==> src/hw/rtl/fcce_pkg.sv <==
// Shared types and constants of the FAT cluster chain extent unit.
// Depends on nothing; imported by every module of the block.
package fcce_pkg;

    localparam int TABLE_DEPTH = 4096;
    localparam int MAX_EXTENTS = 63;
    localparam int TBL_AW      = $clog2(TABLE_DEPTH);
    localparam int CNT_W       = $clog2(MAX_EXTENTS + 1);

    localparam int CQ_DEPTH = 2;
    localparam int CQ_AW    = $clog2(CQ_DEPTH);
    localparam int RQ_DEPTH = 4;
    localparam int RQ_AW    = $clog2(RQ_DEPTH);

    localparam logic [31:0] ENTRY_MASK = 32'h0FFF_FFFF;

    // Result status codes.
    localparam logic [2:0] ST_EXTENT   = 3'd0;
    localparam logic [2:0] ST_COMPLETE = 3'd1;
    localparam logic [2:0] ST_EARLY    = 3'd2;
    localparam logic [2:0] ST_REJECTED = 3'd3;
    localparam logic [2:0] ST_CAP      = 3'd4;
    localparam logic [2:0] ST_LOADED   = 3'd5;

    // Input command codes.
    localparam logic CMD_LOAD    = 1'b0;
    localparam logic CMD_RESOLVE = 1'b1;

    // Configuration register indexes.
    localparam logic [1:0] CFG_DATA_OFFSET   = 2'd0;
    localparam logic [1:0] CFG_CLUSTER_BYTES = 2'd1;
    localparam logic [1:0] CFG_ENTRY_COUNT   = 2'd2;
    localparam logic [1:0] CFG_END_MARKER    = 2'd3;

    typedef enum logic [1:0] {
        K_LOAD   = 2'd0,
        K_REJECT = 2'd1,
        K_WALK   = 2'd2
    } t_kind;

    typedef struct packed {
        t_kind       kind;
        logic [11:0] index;
        logic [27:0] value;
        logic [27:0] start;
        logic [31:0] size;
    } t_cmd;

    typedef struct packed {
        logic [39:0] data_offset;
        logic [19:0] cluster_bytes;
        logic [12:0] entry_count;
        logic [27:0] end_marker;
    } t_cfg;

    typedef struct packed {
        logic [2:0]  status;
        logic [47:0] byte_offset;
        logic [19:0] byte_count;
        logic [27:0] next_cluster;
        logic [31:0] remaining_bytes;
        logic        last;
    } t_result;

    // Handshake between the walker and the result queue.
    typedef struct packed {
        logic    push;
        t_result data;
    } t_res_req;

endpackage

==> src/hw/rtl/fcce_front.sv <==
// Front end: accepts input words, classifies them and queues commands.
// Depends on fcce_pkg.
module fcce_front
    import fcce_pkg::*;
(
    input  logic        i_clk,
    input  logic        i_rst_n,
    input  logic        i_push,
    output logic        o_full,
    input  logic        i_command,
    input  logic [11:0] i_entry_index,
    input  logic [31:0] i_entry_value,
    input  logic [27:0] i_start_cluster,
    input  logic [31:0] i_file_size,
    input  logic        i_is_directory,
    output logic        o_cmd_valid,
    output t_cmd        o_cmd,
    input  logic        i_cmd_pop
);

    t_cmd             r_q [CQ_DEPTH];
    logic [CQ_AW-1:0] r_wp, n_wp;
    logic [CQ_AW-1:0] r_rp, n_rp;
    logic [CQ_AW:0]   r_cnt, n_cnt;
    t_cmd             w_cmd;
    logic             w_push;
    logic             w_pop;

    // Classify the word before it enters the queue.
    always_comb begin
        w_cmd.index = i_entry_index;
        w_cmd.value = i_entry_value[27:0];
        w_cmd.start = i_start_cluster;
        w_cmd.size  = i_file_size;
        if (i_command == CMD_LOAD) begin
            w_cmd.kind = K_LOAD;
        end else if (i_is_directory || (i_file_size == 32'd0) || (i_start_cluster < 28'd2)) begin
            w_cmd.kind = K_REJECT;
        end else begin
            w_cmd.kind = K_WALK;
        end
    end

    assign o_full      = (r_cnt == (CQ_AW + 1)'(CQ_DEPTH));
    assign o_cmd_valid = (r_cnt != '0);
    assign o_cmd       = r_q[r_rp];
    assign w_push      = i_push && !o_full;
    assign w_pop       = i_cmd_pop && o_cmd_valid;

    always_comb begin
        n_wp  = w_push ? CQ_AW'(r_wp + 1'b1) : r_wp;
        n_rp  = w_pop ? CQ_AW'(r_rp + 1'b1) : r_rp;
        n_cnt = r_cnt;
        if (w_push && !w_pop) begin
            n_cnt = r_cnt + 1'b1;
        end else if (!w_push && w_pop) begin
            n_cnt = r_cnt - 1'b1;
        end
    end

    always_ff @(posedge i_clk) begin
        if (!i_rst_n) begin
            r_wp  <= '0;
            r_rp  <= '0;
            r_cnt <= '0;
        end else begin
            r_wp  <= n_wp;
            r_rp  <= n_rp;
            r_cnt <= n_cnt;
        end
    end

    always_ff @(posedge i_clk) begin
        if (w_push) begin
            r_q[r_wp] <= w_cmd;
        end
    end

endmodule

==> config.mk <==
export PLATFORM = sky130hd
export DESIGN_NAME = fcce_front
export DESIGN_NICKNAME = d
export VERILOG_FILES = /design/src/hw/rtl/fcce_pkg.sv /design/src/hw/rtl/fcce_front.sv
export SDC_FILE = /design/constraint.sdc
export NUM_CORES = 1
export LEC_CHECK = 0
export ABC_CLOCK_PERIOD_IN_PS = 15290
export BUFFER_PORTS_ARGS = -buffer_cell sky130_fd_sc_hd__clkbuf_2
export CORE_UTILIZATION = 47
export CTS_CLUSTER_SIZE = 25
export DETAILED_ROUTE_END_ITERATION = 7
export HOLD_SLACK_MARGIN = 0.02
export PLACE_DENSITY = 0.73
export SLEW_MARGIN = 10
export SYNTH_ARGS = -nofsm -noshare
export SYNTH_HDL_FRONTEND = slang
export SYNTH_SLANG_ARGS = --single-unit
==> constraint.sdc <==
create_clock -name i_clk -period 15.29 [get_ports i_clk]
set_clock_uncertainty 0.1 [all_clocks]
set_input_delay 0.7645 -clock i_clk [delete_from_list [all_inputs] [get_ports i_clk]]
set_output_delay 0.7645 -clock i_clk [all_outputs]
set_load 0.02 [all_outputs]
# Yosys cells after proc, flatten, opt, wreduce, memory -nomap -nowiden

Memories as Yosys holds them, arrays and structs flattened. A register that Yosys moved wholly into a read port is not among the register bits.
Index checks and enable logic that the tools add are counted.

Input port bits: 110
Logic and storage cells: 30
Register bits: 4
Bits in writable memories: 204
Output and inout bits: 104
Memories kept: 1

Memories:

| memory | words | bits a word | read ports | clocked after memory_dff | wr ports | RTL line         | source |
|---|---|---|---|---|---|---|---|
| r_q    | 2     | 102         | 1          | 1                        | 1        | fcce_front.sv:21 | `t_cmd r_q [CQ_DEPTH];` |

Reduce and logical (&&, ||, !) cells: 12
Add/subtract/negate cells: 4
Muxes and demuxes: 8
Equal/unequal tests: 1
Magnitude comparators: 1

Operators with widths:

| kind                                                                          | count |
|---|---|
| 32-bit logical NOT                                                            | 1 |
| 28-bit by 2-bit less-than comparator with 1-bit output, second input constant | 1 |
| 2-bit two-way mux                                                             | 4 |
| 1-bit logical AND                                                             | 4 |
| 1-bit two-way mux                                                             | 4 |
| 2-bit nonzero test                                                            | 2 |
| 1-bit logical NOT                                                             | 3 |
| 1-bit adder, second input constant                                            | 2 |
| 2-bit by 1-bit adder with 2-bit output, second input constant                 | 1 |
| 2-bit == test, second input constant                                          | 1 |
| 1-bit logical OR                                                              | 2 |
| 2-bit by 1-bit subtractor with 2-bit output, second input constant            | 1 |

# Logic depth before layout (Yosys ltp)

Gate-level depths: netlist of run 1.

Depth after elaboration: 7
Gate-level depth with buffers: 7
Mapped depth without buffers: 7

# Worst setup path after synthesis of run 1

OpenSTA, ideal clock, no wires.

Kind: input port to flip-flop
Start point: input i_push
End point: memory r_q[0][0] (netlist name) (enable)
Path slack: 9528 ps
Required time: 14626 ps
Buffers on the path: 0
Stages on the path: 2
Arrival time: 5098 ps
Library setup time: 564 ps
Path through: nand2_1 nor2_1

Longest elaborated chain between the ends: 3

Ends and longest elaborated chain:

| item                                    | RTL line         | source |
|---|---|---|
| from (decl)                             | fcce_front.sv:8  | `input logic i_push,` |
| 1-bit logical AND                       | fcce_front.sv:47 | `assign w_push = i_push && !o_full;` |
| 1-bit two-way mux                       | fcce_front.sv:74 | `if (w_push) begin` |
| 1-bit two-way mux (not written as such) | fcce_front.sv:75 | `r_q[r_wp] <= w_cmd;` |
| to (decl)                               | fcce_front.sv:21 |  |

No other way between the ends.

==> results.sh, run 1 <==
export IMPL_outcome="completed"
export IMPL_synthArstFlopShare=0
export IMPL_synthTopCellsByArea="edfxtp_1 79%, mux2_2 15%, dfxtp_1 1.3%"
export IMPL_cts_hold_buf=0
export IMPL_layout_nets=702
export IMPL_syn_nets=476
export IMPL_first_global_vias=4207
export IMPL_diodes=0
export IMPL_clk_pin_slew_worst_paths_ns=0.06
export IMPL_yosys_area_top_type="edfxtp_1"
export IMPL_avgSynthCellArea_um2=21.3
export IMPL_stdcell_count=818
export IMPL_netlist_cell_type_count=26
export IMPL_min_from="i_entry_value[5]"
export IMPL_finalSetupTns_ns=0
export IMPL_rr_endpoint="r_q[1][83]"
export IMPL_syn_cell_area_mm2=0.00776
export IMPL_wirelength_mm=14.4
export IMPL_arrival_ns=2.61
export IMPL_die_h_um=130
export IMPL_seq_area_frac_synth=0.803
export IMPL_r2r_slack_ns=12.82
export IMPL_use_met1=0.192
export IMPL_tritoncts="yes"
export IMPL_drc=0
export IMPL_finalWorstSetupSlack_ns=11.82
export IMPL_initial_core_util=0.485
export IMPL_worst_pin_slew_ns=0.864
export IMPL_root_buffer="clkbuf_16"
export IMPL_netlist_instances=365
export IMPL_cellLeakagePower_nw=3.59
export IMPL_synth_edff_count=204
export IMPL_grtUsageMet3=0.0371
export IMPL_grt_pass1_wl_mm=21.3
export IMPL_grt_usage=0.165
export IMPL_netlist_top_cells_count="204 x edfxtp_1, 102 x mux2_2, 14 x nor4_1"
export IMPL_hold_class="input port to flop"
export IMPL_fmax_mhz=288
export IMPL_ys_warn_count=0
export IMPL_ant_nets=0
export IMPL_period_needed_ns=3.47
export IMPL_synth_most_common_cell="edfxtp_1"
export IMPL_min_to="r_q[0][65]"
export IMPL_num_rows=46
export IMPL_clockBufferDepth=3
export IMPL_wire_per_inst_um=17.6
export IMPL_synth_top_area_frac=0.790
export IMPL_ys_flop_type="edfxtp_1"
export IMPL_initialDrtViolationCount=207
export IMPL_crit_slowest_cell="buf_4"
export IMPL_worstHoldPathCells=1
export IMPL_portBuffers=209
export IMPL_startpoint_type="flop"
export IMPL_layout_drive_gt1_share=0.573
export IMPL_slew_violations=0
export IMPL_cts_setup_buffers=0
export IMPL_antenna_found_initial=0
export IMPL_synth_seq_cells=209
export IMPL_boundaryPins=214
export IMPL_die_area_mm2=0.0170
export IMPL_fp_dieW_um=130
export IMPL_timing_rr_start="r_cnt[0]"
export IMPL_gp_congestion=0.742
export IMPL_dp_hpwl_mm=9.48
export IMPL_crit_chain="buf_4 > mux2_2 > clkbuf_2"
export IMPL_fin_crit_sh=0.227
export IMPL_dp_slack_ns=12.32
export IMPL_r2r_cells=3
export IMPL_grt_busiest_layer="met2"
export IMPL_grt_setup_unrepaired="no"
export IMPL_htreeDepth=1
export IMPL_crit_path_max_incr_delay_ns=0.72
export IMPL_numCtsBuffers=22
export IMPL_cts_resized=0
export IMPL_max_slew_margin_rel=0.424
export IMPL_gr_usage_met2=0.296
export IMPL_peakVddDrop_mv=0.114
export IMPL_area_growth_pct=24.2
export IMPL_via_per_inst=5.03
export IMPL_drv_cap=0
export IMPL_first_pass_iters=4
export IMPL_finalSetupViolations=0
export IMPL_overflow=0
export IMPL_core_mm2=0.0160
export IMPL_clock_sinks=209
export IMPL_worstSetupEndpointType="primary output"
export IMPL_critPathKind="flop to primary output"
export IMPL_grt_max_degree=64
export IMPL_crit_required_ns=14.43
export IMPL_placed_cells=783
export IMPL_cp_max_fo=63
export IMPL_hold_violations=0
export IMPL_vias=4113
export IMPL_power_density_mw_per_mm2=175
export IMPL_clkLatencyLatePin_ns=0.49
through the flow:
stage / hold slack [ns] / area [µm²] / total power, mW / utilization
floorplan: 0.371 / 7760 / 1.10 / -
global placement: 0.381 / 9010 / 1.22 / 0.563
detailed placement: 0.411 / 9010 / 1.24 / 0.563
CTS: 0.346 / 9640 / 1.70 / 0.602
global route: 0.342 / 9640 / 1.76 / 0.602
finish: 0.364 / 9640 / 1.68 / 0.602
registers in the layout (all words and copies together), names as in the netlist, named ones only:
name   flops
r_wp       1
r_cnt      2
r_q      204
r_rp       1
cells in the final DEF, fill, tap and decap left out, types with 3 or more instances in the layout:
master and count:
nand4_1 3, xnor2_1 3, dfxtp_1 4, clkbuf_16 23, clkbuf_2 209, clkbuf_1 7
clkinv_1 3, mux2_2 102, edfxtp_1 204, and2_1 4, nor4_1 14, buf_4 4
worst max-delay path by stage:
stage          startpoint    endpoint  slack, ns  cells past startpoint
5_1_grt              flop  o_cmd[100]      11.68                      3
6_report             flop   o_cmd[16]      11.82                      3
3_3_place_gp         flop  o_cmd[100]      12.34                      3
3_5_place_dp         flop   o_cmd[16]      12.32                      3
4_1_cts              flop   o_cmd[16]      11.78                      3
2_1_floorplan      i_push   r_q[0][0]       9.53                      2
metal layers:
layer / up-vias / wire, µm / part of all wire
li1: 1917 / - / -
met1: 2034 / 5610 / 0.39
met2: 135 / 7500 / 0.52
met3: 27 / 985 / 0.068
met4: 0 / 328 / 0.023
met5: - / 0 / 0
report_power, final:
part | leakage [nW] | internal (mW) | switching (mW) | total [mW]
logic | 1.34 | 0.177 | 0.273 | 0.450
registers | 1.95 | 0.734 | 0.0340 | 0.768
clock network | 0.304 | 0.272 | 0.194 | 0.466
total | 3.59 | 1.18 | 0.502 | 1.68
cell type report:
type,count,area (µm²)
timing repair buffer,213,1080
clock inverter,5,21.3
multi-input combinational,143,1430
inverter,2,7.51
clock buffer,30,602
fill,1239,6360
tap,216,270
sequential,209,6230
cells by family after synthesis:
logic type               after synthesis  share of synthesized area
AO/OA/AOI/OAI                          3                    0.00274
XOR/XNOR                               4                    0.00452
adder cells (fa/ha/maj)                1                    0.00161
buffers and inverters                 13                     0.0148
flip-flops                           209                      0.803
multiplexers                         102                      0.148
AND/OR/NAND/NOR                       33                     0.0256
worst max-delay path, delay by kind of cell, from the launching register on:
kind | cells | cell delay, ns
flip-flops | 1 | 0.69
multiplexers | 1 | 0.43
buffers and inverters | 2 | 0.88
Note: power is estimated with default switching activity, not from simulation.
==> inputs of run 2 (changes only) <==
ABC_CLOCK_PERIOD_IN_PS = 2890   (was 15290)
PLACE_DENSITY = 0.76   (was 0.73)
clock period = 2.89 ns   (was 15.29 ns; I/O delays follow)
==> results.sh, run 2 (synthesized netlist as in run 1, its figures left out) <==
export IMPL_outcome="completed"
export IMPL_boundaryPins=214
export IMPL_clk_pin_slew_worst_paths_ns=0.06
export IMPL_htreeDepth=1
export IMPL_arrival_ns=2.07
export IMPL_numCtsBuffers=22
export IMPL_power_density_mw_per_mm2=868
export IMPL_peakVddDrop_mv=0.684
export IMPL_drc=0
export IMPL_overflow=0
export IMPL_p_int_mw=6.64
export IMPL_swShare=0.295
export IMPL_layout_drive_gt1_share=0.492
export IMPL_cts_setup_buffers=0
export IMPL_hold_violations=0
export IMPL_wirelength_mm=16.6
export IMPL_first_pass_iters=4
export IMPL_cellLeakagePower_nw=4.10
export IMPL_die_area_mm2=0.0170
export IMPL_via_per_inst=4.99
export IMPL_largest_reg_flops=204
export IMPL_initialDrtViolationCount=196
export IMPL_drv_cap=0
export IMPL_num_rows=46
export IMPL_layout_nets=810
export IMPL_fmax_mhz=432
export IMPL_clockBufferDepth=3
export IMPL_area_growth_pct=39.8
export IMPL_worst_path_buf_inv=2
export IMPL_worst_pin_slew_ns=0.734
export IMPL_wire_per_inst_um=17.8
export IMPL_core_mm2=0.0160
export IMPL_period_needed_ns=2.31
export IMPL_finalSetupViolations=0
export IMPL_cp_max_fo=50
export IMPL_crit_path_max_incr_delay_ns=0.67
export IMPL_fin_crit_sh=0.800
export IMPL_mostFrequentLayoutCells="209 x clkbuf_2, 204 x edfxtp_1, 106 x dlygate4sd3_1"
export IMPL_root_buffer="clkbuf_16"
export IMPL_first_global_vias=5011
export IMPL_critPathTopFamily="flip-flops"
export IMPL_slew_violations=0
export IMPL_p_comb_frac=0.274
export IMPL_portBuffers=209
export IMPL_crit_chain="buf_12 > mux2_2 > clkbuf_2"
export IMPL_worstSetupEndpointType="primary output"
export IMPL_gp_congestion=0.767
export IMPL_clkLatencyLatePin_ns=0.48
export IMPL_startpoint_type="flop"
export IMPL_finalSetupTns_ns=0
export IMPL_top_register="r_q"
export IMPL_max_slew_margin_rel=0.510
export IMPL_dp_hpwl_mm=9.34
export IMPL_clock_sinks=209
export IMPL_crit_required_ns=2.65
export IMPL_post_route_util=0.678
export IMPL_ant_nets=0
export IMPL_grt_setup_unrepaired="no"
export IMPL_vias=4637
export IMPL_critPathKind="flop to primary output"
export IMPL_cts_hold_buf=106
export IMPL_pwr_share_clk=0.294
export IMPL_antenna_found_initial=1
export IMPL_cts_resized=0
export IMPL_initial_core_util=0.485
export IMPL_mostFrequentLayoutCell="clkbuf_2"
export IMPL_p_switching_mw=2.77
export IMPL_crit_slowest_cell="dfxtp_4"
export IMPL_die_h_um=130
export IMPL_reg_largest_list="r_q x204, r_cnt x2"
export IMPL_r2r_slack_ns=0.98
export IMPL_hold_class="input port to flop"
export IMPL_fill_cells=1050
export IMPL_p_seq_frac=0.432
export IMPL_grt_usage=0.191
export IMPL_grt_pass1_wl_mm=24.7
export IMPL_tritoncts="yes"
export IMPL_fp_dieW_um=130
export IMPL_grt_max_degree=55
==> run 2: cell count changes in the layout (fill, tap and decap cells not counted), sizes merged <==
| cell | before | now |
|---|---|---|
| clkinv | 5 | 6 |
| diode | 0 | 1 |
| buf | 4 | 6 |
| clkbuf | 239 | 238 |
| bufinv | 0 | 3 |
| dlygate4sd3 | 0 | 106 |
==> run 2: routing by layer <==
metal  wire, µm  global-route usage  vias up
met4        643              0.0940        0
li1           -                   -     2145
met1       6030               0.193     2256
met2       8820               0.371      183
met3       1080              0.0399       53
met5          0                   0        -
==> run 2: worst paths after layout <==
kind / endpoint / depth (start not counted) / startpoint
setup reg to reg: r_q[0][93] / 4 / r_cnt[0]
setup / recovery: o_cmd[25] / 3 / flop
hold / removal: r_wp / 4 / i_push
hold reg to reg: r_cnt[1] / 2 / r_cnt[1]
==> run 2: power groups by stage <==
stage	registers (mW)	logic (mW)	clock network, mW
2_1_floorplan	4.03	1.77	0
3_3_place_gp	4.09	2.40	0
3_5_place_dp	4.12	2.44	0
4_1_cts	4.07	2.57	2.82
5_1_grt	4.11	2.74	2.94
6_report	4.06	2.58	2.77
==> run 2: final cells by class <==
type / instances / area (µm²) / share of cell area
Sequential cell: 209 / 6230 / 0.575
Tap cell: 216 / 270 / 0.0249
Clock buffer: 29 / 587 / 0.0541
Clock inverter: 9 / 128 / 0.0118
Inverter: 2 / 7.51 / 0.000692
Multi-Input combinational cell: 143 / 1430 / 0.132
Timing Repair Buffer: 321 / 2190 / 0.202
Antenna cell: 1 / 2.50 / 0.000231
==> run 2: per-stage QoR <==
stage               hold slack (ns)  setup slack, ns  instance area, µm²  cells  power, mW
global placement              0.234             1.03                9060    785       6.50
floorplan                     0.143            0.214                7770    365       5.80
CTS                          0.0750            0.538               10800    929       9.46
global route                 0.0957            0.479               10800    930       9.78
detailed placement            0.238            0.998                9060    785       6.56
finish                       0.0914            0.577               10800    930       9.42
==> run 2: tightest hold or removal path: cells and delay by family <==
kind	cells	cell delay (ns)
XOR/XNOR	1	0.16
buffers and inverters	1	0.10
AND/OR/NAND/NOR	2	0.24
