$ cat config.mk
export PLATFORM = sky130hd
export DESIGN_NAME = fcce_rfifo
export DESIGN_NICKNAME = d
export VERILOG_FILES = /design/src/hw/rtl/fcce_pkg.sv /design/src/hw/rtl/fcce_rfifo.sv
export SDC_FILE = /design/constraint.sdc
export NUM_CORES = 1
export LEC_CHECK = 0
export ABC_AREA = 0
export BUFFER_PORTS_ARGS = -buffer_cell sky130_fd_sc_hd__clkbuf_2
export CAP_MARGIN = 30
export CELL_PAD_IN_SITES_DETAIL_PLACEMENT = 1
export CELL_PAD_IN_SITES_GLOBAL_PLACEMENT = 2
export CORE_UTILIZATION = 51
export CTS_BUF_LIST = sky130_fd_sc_hd__clkbuf_4
export DETAILED_ROUTE_END_ITERATION = 8
export PLACE_DENSITY_LB_ADDON = 0.1
export SLEW_MARGIN = 20
export SYNTH_ARGS = -nofsm -noshare
export SYNTH_HDL_FRONTEND = slang
export SYNTH_SLANG_ARGS = --single-unit
$ cat constraint.sdc
create_clock -name i_clk -period 10.5 [get_ports i_clk]
set_input_delay 2.1 -clock i_clk [delete_from_list [all_inputs] [get_ports i_clk]]
set_output_delay 2.1 -clock i_clk [all_outputs]
set_load 0.05 [all_outputs]
$ cat src/hw/rtl/fcce_pkg.sv
// Shared types and constants of the FAT cluster chain extent unit.
// Depends on nothing; imported by every module of the block.
package fcce_pkg;

    localparam int TABLE_DEPTH = 4096;
    localparam int MAX_EXTENTS = 63;
    localparam int TBL_AW      = $clog2(TABLE_DEPTH);
    localparam int CNT_W       = $clog2(MAX_EXTENTS + 1);

    localparam int CQ_DEPTH = 2;
    localparam int CQ_AW    = $clog2(CQ_DEPTH);
    localparam int RQ_DEPTH = 4;
    localparam int RQ_AW    = $clog2(RQ_DEPTH);

    localparam logic [31:0] ENTRY_MASK = 32'h0FFF_FFFF;

    // Result status codes.
    localparam logic [2:0] ST_EXTENT   = 3'd0;
    localparam logic [2:0] ST_COMPLETE = 3'd1;
    localparam logic [2:0] ST_EARLY    = 3'd2;
    localparam logic [2:0] ST_REJECTED = 3'd3;
    localparam logic [2:0] ST_CAP      = 3'd4;
    localparam logic [2:0] ST_LOADED   = 3'd5;

    // Input command codes.
    localparam logic CMD_LOAD    = 1'b0;
    localparam logic CMD_RESOLVE = 1'b1;

    // Configuration register indexes.
    localparam logic [1:0] CFG_DATA_OFFSET   = 2'd0;
    localparam logic [1:0] CFG_CLUSTER_BYTES = 2'd1;
    localparam logic [1:0] CFG_ENTRY_COUNT   = 2'd2;
    localparam logic [1:0] CFG_END_MARKER    = 2'd3;

    typedef enum logic [1:0] {
        K_LOAD   = 2'd0,
        K_REJECT = 2'd1,
        K_WALK   = 2'd2
    } t_kind;

    typedef struct packed {
        t_kind       kind;
        logic [11:0] index;
        logic [27:0] value;
        logic [27:0] start;
        logic [31:0] size;
    } t_cmd;

    typedef struct packed {
        logic [39:0] data_offset;
        logic [19:0] cluster_bytes;
        logic [12:0] entry_count;
        logic [27:0] end_marker;
    } t_cfg;

    typedef struct packed {
        logic [2:0]  status;
        logic [47:0] byte_offset;
        logic [19:0] byte_count;
        logic [27:0] next_cluster;
        logic [31:0] remaining_bytes;
        logic        last;
    } t_result;

    // Handshake between the walker and the result queue.
    typedef struct packed {
        logic    push;
        t_result data;
    } t_res_req;

endpackage

$ cat src/hw/rtl/fcce_rfifo.sv
// Result queue between the chain walker and the output port.
// Depends on fcce_pkg.
module fcce_rfifo
    import fcce_pkg::*;
(
    input  logic     i_clk,
    input  logic     i_rst_n,
    input  t_res_req i_req,
    output logic     o_full,
    output logic     o_empty,
    output t_result  o_data,
    input  logic     i_pop
);

    t_result          r_q [RQ_DEPTH];
    logic [RQ_AW-1:0] r_wp;
    logic [RQ_AW-1:0] r_rp;
    logic [RQ_AW:0]   r_cnt, n_cnt;
    logic             w_push;
    logic             w_pop;

    assign o_full  = (r_cnt == (RQ_AW + 1)'(RQ_DEPTH));
    assign o_empty = (r_cnt == '0);
    assign o_data  = r_q[r_rp];
    assign w_push  = i_req.push && !o_full;
    assign w_pop   = i_pop && !o_empty;

    always_comb begin
        n_cnt = r_cnt;
        if (w_push && !w_pop) begin
            n_cnt = r_cnt + 1'b1;
        end else if (!w_push && w_pop) begin
            n_cnt = r_cnt - 1'b1;
        end
    end

    always_ff @(posedge i_clk) begin
        if (!i_rst_n) begin
            r_wp  <= '0;
            r_rp  <= '0;
            r_cnt <= '0;
        end else begin
            if (w_push) begin
                r_wp <= RQ_AW'(r_wp + 1'b1);
            end
            if (w_pop) begin
                r_rp <= RQ_AW'(r_rp + 1'b1);
            end
            r_cnt <= n_cnt;
        end
    end

    always_ff @(posedge i_clk) begin
        if (w_push) begin
            r_q[r_wp] <= i_req.data;
        end
    end

endmodule

[Word-level counts from Yosys, hierarchy flattened]
Memory sizes are Yosys's and may differ from the RTL's. A register that Yosys moved wholly into a read port is not among the register bits.
Index checks and enable logic that the tools add are counted.
Word-level totals
  register bits after elaboration: 7
  bits in writable memories: 528
  bits of input ports: 136
  output and inout port bits: 134
  logic and storage cells: 25
  memories kept: 1
Memories
  r_q: words 4, bits a word 132, read ports 1, clocked after Yosys merged registers in 1, write ports 1, RTL line fcce_rfifo.sv:15  | t_result r_q [RQ_DEPTH];
Operators by class
  add/subtract/negate cells: 4
  eq/ne operators: 1
  muxes and demuxes: 6
  reduce and logical (&&, ||, !) cells: 10
Operators by type and width (count)
  3-bit two-way mux: 2
  2-bit by 1-bit adder with 2-bit output, second input constant: 2
  1-bit logical AND: 4
  1-bit logical NOT: 4
  2-bit two-way mux: 2
  3-bit by 1-bit adder with 3-bit output, second input constant: 1
  3-bit == test, second input constant: 1
  3-bit logical NOT: 1
  3-bit by 1-bit subtractor with 3-bit output, second input constant: 1
  1-bit two-way mux: 2
  2-bit nonzero test: 1

[Logic depth before layout (Yosys ltp)]
Gate-level depths: netlist (run 1).
  depth in word-level cells: 7
  mapped depth: 9
  gate-level depth less buffers: 8

[Worst setup path after synthesis (run 1)]
Ideal clock, no wire load.
  path kind: input port to flip-flop
  start point: in i_req[132] (netlist name)
  end point: mem r_q[0][0] (netlist name), enable pin
  library setup time: 507 ps
  arrival: 5521 ps
  required time: 9993 ps
  path slack: 4472 ps
  stages: 3
  path buffers: 1
  cell sequence: nor2b_1 clkbuf_1 and2_1
On the way
  longest elaborated chain between the ends: 3
RTL lines
  start: declaration: RTL line fcce_rfifo.sv:8  | input t_res_req i_req,
  1-bit logical AND: RTL line fcce_rfifo.sv:25  | assign w_push = i_req.push && !o_full;
  via w_push: RTL line fcce_rfifo.sv:19  | logic w_push;
  1-bit two-way mux: RTL line fcce_rfifo.sv:54  | if (w_push) begin
  1-bit two-way mux (not written as such): RTL line fcce_rfifo.sv:55  | r_q[r_wp] <= i_req.data;
  end: declaration: RTL line fcce_rfifo.sv:15
The timed path passes the listed nets, and every way through them passes these cells.

==> results.py, run 1 <==
metrics = {
    "cts": {
        "ctsHoldBuffers": 0,
        "cts_buffer_depth": 3,
        "cts_tree": "built",
        "post_cts_buffers": 0,
        "clockRootBuffer": "clkbuf_4",
        "cts_htree_levels": 4,
        "cts_buffers": 138,
        "clock_latency_ns": 0.82,
        "cts_sinks": 537,
        "path_clk_slew_ns": 0.06,
        "cts_resized": 0,
    },
    "power_and_ir_drop": {
        "power.density_nw_per_um2": 277.4,
        "combPwrFrac_pct": 31.6,
        "p_clk_share_pct": 26.4,
        "fin_total_pwr_mw": 6.413,
        "power_frac_seq_pct": 42.0,
        "leakagePower_nw": 7.966,
        "p_int_mw": 4.113,
        "switching_share_pct": 35.86,
        "p_sw_mw": 2.299,
        "ir_worst_vdd_uv": 146.9,
    },
    "drt": {
        "final_antenna_net_count": 0,
        "dr.first_iter.drc_count": 381,
        "wl_mm": 39.81,
        "routedWlPerCell_microns": 22.92,
        "first_pass_iters": 4,
        "drcViolationCount": 0,
        "via_count": 9207,
        "viasPerCell": 5.301,
    },
    "critical_path": {
        "crit_chain": "buf_4 > buf_4 > mux4_2 > clkbuf_2",
        "worst_path_max_delay_cell": "dfxtp_4",
        "worstSetupEndpointType": "output port",
        "rr_worst_depth": 4,
        "critical-path-max-stage-delay_ns": 0.79,
        "cp.arrival_ns": 3.70,
        "cp-start-kind": "register",
        "crit_path_max_fanout": 46,
        "critPathKind": "reg -> out",
        "crit_required_ns": 8.40,
        "cp_common_cell": "buf_4",
    },
    "timing": {
        "final_max_slew_viol_count": 0,
        "holdWs_ns": 0.5399,
        "relSlewSlack_pct": 40.09,
        "fin_crit_ns": 5.798,
        "skew_ns": 0.04250,
        "worst_pin_slew_ns": 0.8986,
        "grt_setup_unrepaired": "no",
        "fmax_mhz": 172.5,
        "final-hold-violation-count": 0,
        "finalCritPeriodShare_pct": 55.21,
        "fin_setup_tns_ns": 0,
        "layout_setup_ws_ns": 4.702,
        "setup_viol": 0,
    },
    "placement": {
        "gp_congestion": 0.6907,
        "io_buffers": 269,
        "dp_cells": 1499,
        "placed_cell_area_sq_um": 21410,
        "hpwl_mm": 23.57,
        "pre_cts_slack_ns": 5.437,
    },
    "floorplan": {
        "rows": 71,
        "die_h_microns": 197.6,
        "die_x_microns": 197.6,
        "core_region_area_sq_um": 37670,
        "dieArea_sq_um": 39030,
        "io_pins": 270,
        "initial_core_util_pct": 51.79,
    },
    "global_routing": {
        "grt_pass1_wl_mm": 59.66,
        "grt_max_degree": 58,
        "antenna_found_initial": 3,
        "grt-ovfl-total": 0,
        "grt_pass1_vias": 10300,
        "grtUsageTotal_pct": 21.12,
    },
    "status": {
        "status": "completed",
    },
    "finish": {
        "area_delta_synth_final_pct": 18.53,
        "layout_common_cells": "528 x edfxtp_1, 269 x clkbuf_2, 204 x clkbuf_4, 132 x mux4_2, 21 x clkinv_1",
        "fin_util_pct": 61.38,
        "stdcell_area_sq_um": 23120,
        "nFillCells": 3286,
        "final_common_cell": "edfxtp_1",
        "drive_gt1_share_pct": 51.84,
        "layoutNonFillerInstCount": 1737,
        "final_nets": 1271,
    },
    "synth": {
        "ys_types": 22,
        "synthCells": 738,
        "yosysWarningCount": 0,
        "ys_seq_elements": 537,
        "syn-num-nets": 880,
        "synth_area_per_cell_sq_um": 26.43,
        "yosysTopAreaCellShare_pct": 81.28,
        "syn_area_sq_um": 19510,
        "yosysTopAreaCell": "edfxtp_1",
        "ys_seq_area_share_pct": 82.21,
        "ys_top_cells_by_area": "edfxtp_1 81%, mux4_2 15%, dfxtp_1 0.92%",
    },
    "min_path": {
        "hold_path_class": "reg -> reg",
        "hold_path_depth": 2,
    },
    "run": {
        "drv_cap": 0,
    },
}
[cell usage after synthesis (all sizes together)]
library cell / count
nor2b: 2
o31ai: 1
fa: 1
nand2: 4
edfxtp: 528
inv: 3
xor2: 1
buf: 25
ha: 5
mux4: 132
xnor2: 3
mux2i: 3
or3: 1
nor3: 1
clkbuf: 7
dfxtp: 9
a21boi: 1
nor3b: 1
o21ai: 1
o311ai: 1
and2: 8
[worst max-delay path, delay by kind of cell (launching register included)]
family | cells | cell delay [ns]
buf+inv | 3 | 1.66
mux | 1 | 0.41
flops | 1 | 0.79
[worst paths after layout]
path	from	end	slack, ns
hold reg to reg	r_wp[0]$_SDFFE_PN0P_	r_wp[0]$_SDFFE_PN0P_	0.54
setup reg to reg	r_cnt[0]$_SDFFE_PN0P_	r_q[0][80]$_DFFE_PP_	7.53
hold / removal	r_wp[0]$_SDFFE_PN0P_	r_wp[0]$_SDFFE_PN0P_	0.54
setup / recovery	register	o_data[28]	4.70
[power by group through the flow]
| stage | Sequential (mW) | Clock (mW) | Combinational [mW] |
|---|---|---|---|
| 4_1_cts | 2.70 | 1.76 | 2.05 |
| 3_5_place_dp | 2.74 | 0 | 2.05 |
| 6_report | 2.69 | 1.69 | 2.03 |
| 3_3_place_gp | 2.76 | 0 | 1.99 |
| 5_1_grt | 2.71 | 1.85 | 2.13 |
| 2_1_floorplan | 2.71 | 0 | 1.63 |
[layout make-up]
type	count	area, sq um	share of cell area [%]
Clock buffer	204	1531	6.624
Timing Repair Buffer	283	1491	6.451
Multi-Input combinational cell	166	3256	14.08
Clock inverter	30	141.4	0.6115
Sequential cell	537	16040	69.39
Tap cell	511	639.4	2.765
Antenna cell	3	7.507	0.03247
Inverter	3	11.26	0.04870
[logic make-up after synthesis]
logic type                 synth area share, %
DFF                                      82.21
AOI/OAI and AO/OA                       0.1475
buffers and inverters                    1.155
adders and majority gates               0.4234
and+or+nand+nor                         0.4939
xor gates and xnor gates                0.1796
muxes                                    15.39
[layer usage]
layer	global-route usage (%)	share of wire (%)	vias up
met1	25.34	40	4757
met5	0	0.033	-
met4	8.699	1.9	2
met2	34.89	51	309
li1	-	-	4078
met3	7.478	7.1	61
[registers in the layout, indices dropped and copies added (netlist names), named ones only]
name and cells:
r_cnt 3, r_rp 2, r_q 528, r_wp 2
(Power assumes the default switching activity.)
==> run 2, diff against run 1 <==
--- a/config.mk
+++ b/config.mk
@@ -5,12 +5,12 @@
 export SDC_FILE = /design/constraint.sdc
 export NUM_CORES = 1
 export LEC_CHECK = 0
-export ABC_AREA = 0
+export ABC_AREA = 1
 export BUFFER_PORTS_ARGS = -buffer_cell sky130_fd_sc_hd__clkbuf_2
 export CAP_MARGIN = 30
 export CELL_PAD_IN_SITES_DETAIL_PLACEMENT = 1
 export CELL_PAD_IN_SITES_GLOBAL_PLACEMENT = 2
-export CORE_UTILIZATION = 51
+export CORE_UTILIZATION = 38
 export CTS_BUF_LIST = sky130_fd_sc_hd__clkbuf_4
 export DETAILED_ROUTE_END_ITERATION = 8
 export PLACE_DENSITY_LB_ADDON = 0.1
==> constraint.sdc (replaced) <==
create_clock -name i_clk -period 5.1 [get_ports i_clk]
set_input_delay 1.02 -clock i_clk [delete_from_list [all_inputs] [get_ports i_clk]]
set_output_delay 1.02 -clock i_clk [all_outputs]
set_load 0.05 [all_outputs]
==> run 2 against run 1 <==
Effect of this change: routed wire length is 27% higher; via count up 36%; hold slack got worse by 0.24 ns; largest cell class unchanged; highest routed layer unchanged.
==> results.py, run 2 <==
metrics = {
    "timing": {
        "fmax_mhz": 217.0,
        "holdWs_ns": 0.2973,
        "setup_viol": 0,
        "finalCritPeriodShare_pct": 90.36,
        "relSlewSlack_pct": 45.14,
        "grt_setup_unrepaired": "no",
        "fin_crit_ns": 4.608,
        "final-hold-violation-count": 0,
        "layout_setup_ws_ns": 0.4917,
        "worst_pin_slew_ns": 0.8228,
        "final_max_slew_viol_count": 0,
        "skew_ns": 0.02777,
    },
    "min_path": {
        "hold_path_depth": 1,
        "hold_start": "i_req[22]",
        "hold_path_class": "in -> reg",
    },
    "drt": {
        "met2_length_mm": 25.08,
        "first_pass_iters": 5,
        "drt-met1-wl_mm": 21.32,
        "via_count": 12540,
        "drcViolationCount": 0,
        "viasPerCell": 5.074,
        "top_layer_used": "met5",
        "final_antenna_net_count": 0,
        "dr.first_iter.drc_count": 464,
        "wl_mm": 50.76,
        "routedWlPerCell_microns": 20.53,
        "dr_wl_met3_mm": 3.243,
    },
    "finish": {
        "layout_common_cells": "528 x edfxtp_1, 274 x nor2_1, 269 x clkbuf_2, 218 x clkbuf_4, 137 x o21ai_0",
        "area_delta_synth_final_pct": 19.56,
        "multi_input_area_sq_um": 3416,
        "regArea_sq_um": 16040,
        "final_nets": 1841,
        "fin_util_pct": 46.17,
        "reg_top3": "r_q (528), r_cnt (3)",
        "nFillCells": 5319,
        "final_common_cell": "edfxtp_1",
        "drive_gt1_share_pct": 29.44,
        "top_register": "r_q",
        "largest_reg_flops": 528,
    },
    "floorplan": {
        "die_h_microns": 231.0,
        "die_x_microns": 231.0,
        "io_pins": 270,
        "core_region_area_sq_um": 51610,
        "rows": 83,
        "dieArea_sq_um": 53370,
        "initial_core_util_pct": 38.61,
    },
    "synth": {
        "synth_commonest_cells": "528 x edfxtp_1, 278 x nor2_1, 137 x o21ai_0",
        "synthCells": 1346,
        "ys.flop_type": "edfxtp_1",
        "ys_types": 19,
        "ys_top_cells_by_area": "edfxtp_1 80%, nor2_1 5.2%, o22ai_1 4.1%",
        "yosysTopAreaCell": "edfxtp_1",
        "async_flop_share_pct": 0,
        "syn_area_sq_um": 19930,
        "syn-num-nets": 1488,
        "yosysTopAreaCellShare_pct": 79.55,
        "synth.most_common_cell": "edfxtp_1",
        "synth-edff-count": 528,
        "yosysWarningCount": 0,
        "synth_area_per_cell_sq_um": 14.81,
        "ys_seq_area_share_pct": 80.46,
        "ys_seq_elements": 537,
    },
    "critical_path": {
        "worstSetupEndpointType": "output port",
        "r2r_start": "r_cnt[0]$_SDFFE_PN0P_",
        "crit_cells": 6,
        "critPathKind": "reg -> out",
        "crit_chain": "inv_8 > buf_16 > buf_4 > o21ai_1 > o22ai_1 > clkbuf_2",
        "worst_path_max_delay_cell": "dfxtp_4",
        "crit_family": "buffers and inverters",
        "cp.arrival_ns": 3.59,
        "crit_path_max_fanout": 107,
        "critical-path-max-stage-delay_ns": 0.54,
        "crit_required_ns": 4.08,
        "cp-start-kind": "register",
        "critPathBufInv": 4,
        "rr_worst_depth": 9,
    },
    "run": {
        "drv_cap": 0,
    },
    "placement": {
        "hpwl_mm": 28.51,
        "io_buffers": 269,
        "pre_cts_slack_ns": 1.406,
        "gp_congestion": 0.7301,
    },
    "status": {
        "status": "completed",
    },
    "cts": {
        "cts_resized": 0,
        "cts_sinks": 537,
        "clock_latency_ns": 0.92,
        "cts_tree": "built",
        "cts_buffer_depth": 3,
        "post_cts_buffers": 0,
        "path_clk_slew_ns": 0.06,
        "cts_buffers": 144,
        "ctsHoldBuffers": 0,
        "cts_htree_levels": 4,
        "clockRootBuffer": "clkbuf_4",
    },
    "global_routing": {
        "antenna_found_initial": 8,
        "grt-ovfl-total": 0,
        "grtUsageTotal_pct": 19.28,
        "grt_pass1_vias": 13370,
        "grt_pass1_wl_mm": 76.53,
        "grt_max_degree": 139,
    },
    "power_and_ir_drop": {
        "power.density_nw_per_um2": 572.5,
        "ir_worst_vdd_uv": 303.4,
        "leakagePower_nw": 8.532,
    },
}
==> run 2: cell types whose count changed in the layout (fill, tap and decap cells not counted), moves of 14 or more <==
| cell | delta |
|---|---|
| o21ai_0 | +136 |
| mux4_2 | -132 |
| o22ai_1 | +132 |
| nor2_1 | +274 |
| clkbuf_4 | +14 |
| o21ai_1 | +128 |
==> run 2: logic make-up after synthesis <==
kind of cell             share of synthesized area [%]
buffers and inverters                            2.555
AND/OR/NAND/NOR                                  5.656
adder cells (fa/ha/maj)                         0.4143
XOR/XNOR                                       0.04395
AO/OA/AOI/OAI                                    10.87
flip-flops                                       80.46
==> run 2: worst register-to-register path: cells and delay by family (launching register included) <==
family | cells | cell delay, ns
fa+ha+maj | 2 | 0.65
simple gates | 4 | 0.67
flops | 1 | 0.35
buf+inv | 2 | 0.24
compound gates | 1 | 0.18
==> run 2: per-layer routing <==
metal | GRT usage [%] | vias up
met5 | 0 | -
met4 | 7.781 | 14
met3 | 7.037 | 87
met2 | 31.99 | 310
met1 | 22.65 | 6244
li1 | - | 5888
==> run 2: stage by stage <==
step	instances	TNS [ns]	cell area, sq um	total power, mW
2_1_floorplan	1346	-1129.51	19930	8.921
6_report	2472	0	23830	13.64
3_3_place_gp	2230	0	22020	10.09
3_5_place_dp	2232	0	22070	10.17
5_1_grt	2471	0	23830	14.34
4_1_cts	2469	0	23800	13.89
==> run 2: path summary, 6_finish.rpt <==
check / end / slack, ns
max: o_data[63] / 0.49
min: r_q[2][22]$_DFFE_PP_ / 0.30
max reg2reg: r_cnt[1]$_SDFFE_PN0P_ / 2.90
min reg2reg: register / 0.50
==> run 2: final cells by class <==
| cell class | instances | share of cell area [%] |
|---|---|---|
| Antenna cell | 2 | 0.02100 |
| Clock buffer | 218 | 6.868 |
| Clock inverter | 19 | 0.4201 |
| Inverter | 18 | 0.3361 |
| Multi-Input combinational cell | 705 | 14.34 |
| Sequential cell | 537 | 67.33 |
| Tap cell | 680 | 3.571 |
| Timing Repair Buffer | 293 | 7.120 |
==> run 2: power by group <==
group          internal, mW  total [mW]  switching [mW]
clock network          1.97        3.65            1.68
logic                 0.907        4.46            3.56
registers              5.36        5.53           0.170
==> run 3, diff against run 2 <==
--- a/config.mk
+++ b/config.mk
@@ -8,9 +8,9 @@
 export ABC_AREA = 1
 export BUFFER_PORTS_ARGS = -buffer_cell sky130_fd_sc_hd__clkbuf_2
 export CAP_MARGIN = 30
-export CELL_PAD_IN_SITES_DETAIL_PLACEMENT = 1
-export CELL_PAD_IN_SITES_GLOBAL_PLACEMENT = 2
-export CORE_UTILIZATION = 38
+export CELL_PAD_IN_SITES_DETAIL_PLACEMENT = 0
+export CELL_PAD_IN_SITES_GLOBAL_PLACEMENT = 1
+export CORE_UTILIZATION = 45
 export CTS_BUF_LIST = sky130_fd_sc_hd__clkbuf_4
 export DETAILED_ROUTE_END_ITERATION = 8
 export PLACE_DENSITY_LB_ADDON = 0.1
==> run 3 against run 2 <==
Effect of this change: setup slack improved by 0.61 ns; total power fell by 1.1%; maximum frequency grew 15%; critical path type unchanged.
==> results.py, run 3 (synthesis gave the netlist of run 2 again) <==
metrics = {
    "critical_path": {
        "worstSetupEndpointType": "output port",
        "rr_worst_depth": 5,
        "cp-start-kind": "register",
        "crit_required_ns": 4.08,
        "rrSetupSlack_ns": 2.79,
        "r2r_start": "r_cnt[0]$_SDFFE_PN0P_",
        "cp.arrival_ns": 2.97,
        "rr_endpoint": "r_q[0][56]$_DFFE_PP_",
        "critPathBufInv": 3,
        "critPathKind": "reg -> out",
        "crit_path_max_fanout": 96,
        "worst_path_max_delay_cell": "dfxtp_4",
        "crit_chain": "inv_8 > buf_12 > o21ai_1 > o22ai_1 > clkbuf_2",
        "critical-path-max-stage-delay_ns": 0.43,
        "crit_family": "buffers and inverters",
    },
    "cts": {
        "cts_resized": 0,
        "cts_tree": "built",
        "clockRootBuffer": "clkbuf_4",
        "cts_buffer_depth": 3,
        "cts_sinks": 537,
        "cts_buffers": 143,
        "ctsHoldBuffers": 0,
        "post_cts_buffers": 0,
        "cts_htree_levels": 4,
        "path_clk_slew_ns": 0.06,
        "clock_latency_ns": 0.93,
    },
    "floorplan": {
        "io_pins": 270,
        "dieArea_sq_um": 45140,
        "die_x_microns": 212.5,
        "core_region_area_sq_um": 43360,
        "die_h_microns": 212.5,
        "initial_core_util_pct": 45.96,
        "rows": 76,
    },
    "power_and_ir_drop": {
        "ir_worst_vdd_uv": 332.0,
        "power_frac_seq_pct": 40.6,
        "p_int_mw": 8.201,
        "switching_share_pct": 39.24,
        "p_sw_mw": 5.297,
        "p_clk_share_pct": 26.8,
        "power.density_nw_per_um2": 570.5,
        "leakagePower_nw": 8.488,
        "fin_total_pwr_mw": 13.50,
        "combPwrFrac_pct": 32.6,
    },
    "timing": {
        "final-hold-violation-count": 0,
        "layout_setup_ws_ns": 1.106,
        "fmax_mhz": 250.4,
        "fin_setup_tns_ns": 0,
        "relSlewSlack_pct": 29.34,
        "fin_crit_ns": 3.994,
        "holdWs_ns": 0.3164,
        "worst_pin_slew_ns": 1.060,
        "setup_viol": 0,
        "final_max_slew_viol_count": 0,
        "grt_setup_unrepaired": "no",
        "skew_ns": 0.04291,
        "finalCritPeriodShare_pct": 78.31,
    },
    "finish": {
        "drive_gt1_share_pct": 28.64,
        "area_delta_synth_final_pct": 18.71,
        "final_common_cell": "edfxtp_1",
        "reg_top3": "r_q (528), r_cnt (3)",
        "largest_reg_flops": 528,
        "layout_common_cells": "528 x edfxtp_1, 274 x nor2_1, 269 x clkbuf_2, 208 x clkbuf_4, 137 x o21ai_0",
        "final_nets": 1834,
        "top_register": "r_q",
    },
    "placement": {
        "pre_cts_slack_ns": 1.967,
        "io_buffers": 269,
        "gp_congestion": 0.7217,
        "hpwl_mm": 24.23,
    },
    "drt": {
        "via_count": 12320,
        "wl_mm": 45.77,
        "routedWlPerCell_microns": 19.20,
        "final_antenna_net_count": 0,
        "dr.first_iter.drc_count": 659,
        "drcViolationCount": 0,
        "first_pass_iters": 5,
        "viasPerCell": 5.168,
    },
    "min_path": {
        "min_to": "r_q[3][43]$_DFFE_PP_",
        "hold_start": "i_req[43]",
        "hold_path_depth": 1,
        "hold_path_class": "in -> reg",
    },
    "run": {
        "drv_cap": 0,
    },
    "global_routing": {
        "grt_pass1_vias": 12310,
        "grt_max_degree": 133,
        "grt-ovfl-total": 0,
        "grtUsageTotal_pct": 20.54,
        "antenna_found_initial": 8,
        "grt_pass1_wl_mm": 68.51,
    },
    "status": {
        "status": "completed",
    },
}
run 3: changes by cell type in the layout (fill, tap and decap cells not counted):
cell,before,now
clkinv_1,11,26
diode_2,2,8
clkbuf_4,218,208
buf_12,12,9
inv_2,5,4
bufinv_16,1,2
clkinv_2,2,4
buf_4,11,8
run 3: power by group through the flow:
stage                     Combinational [mW]  Sequential, mW  Clock (mW)
after global placement                  4.44            5.57           0
after detailed placement                4.46            5.57           0
after CTS                               4.47            5.48        3.76
after floorplan                         3.29            5.63           0
after global routing                    4.68            5.52        3.97
final                                   4.41            5.48        3.61
run 3: per-layer routing:
layer	vias to the layer above	global-route usage [%]	part of all wire, %
met4	2	8.311	1.1
met5	-	0	0.028
met2	334	33.01	49
li1	5907	-	-
met1	6036	23.94	42
met3	42	9.247	8.4
run 3: final cells by class:
| cell class | count | area [sq um] |
|---|---|---|
| diodes | 8 | 20.02 |
| clock buffers | 208 | 1562 |
| clock inverters | 36 | 192.7 |
| fillers | 3735 | 19700 |
| inverters | 18 | 80.08 |
| multi-input cells | 705 | 3416 |
| flip-flops and latches | 537 | 16040 |
| well taps | 585 | 732.0 |
| repair buffers | 287 | 1614 |
run 3: worst max-delay path by stage:
stage	endpoint	slack, ns	depth (start not counted)
6_report	o_data[51]	1.11	5
5_1_grt	o_data[27]	0.78	5
4_1_cts	o_data[38]	0.89	5
3_5_place_dp	o_data[38]	1.97	5
3_3_place_gp	r_q[2][30]$_DFFE_PP_	1.96	4
2_1_floorplan	r_q[0][0]$_DFFE_PP_	-2.14	2
run 3: through the flow:
step	area, sq um	cells	util, %
2_1_floorplan	19930	1346	-
3_3_place_gp	21860	2131	50.41
3_5_place_dp	21880	2132	50.47
4_1_cts	23640	2376	54.52
5_1_grt	23650	2380	54.54
6_report	23660	2384	54.56
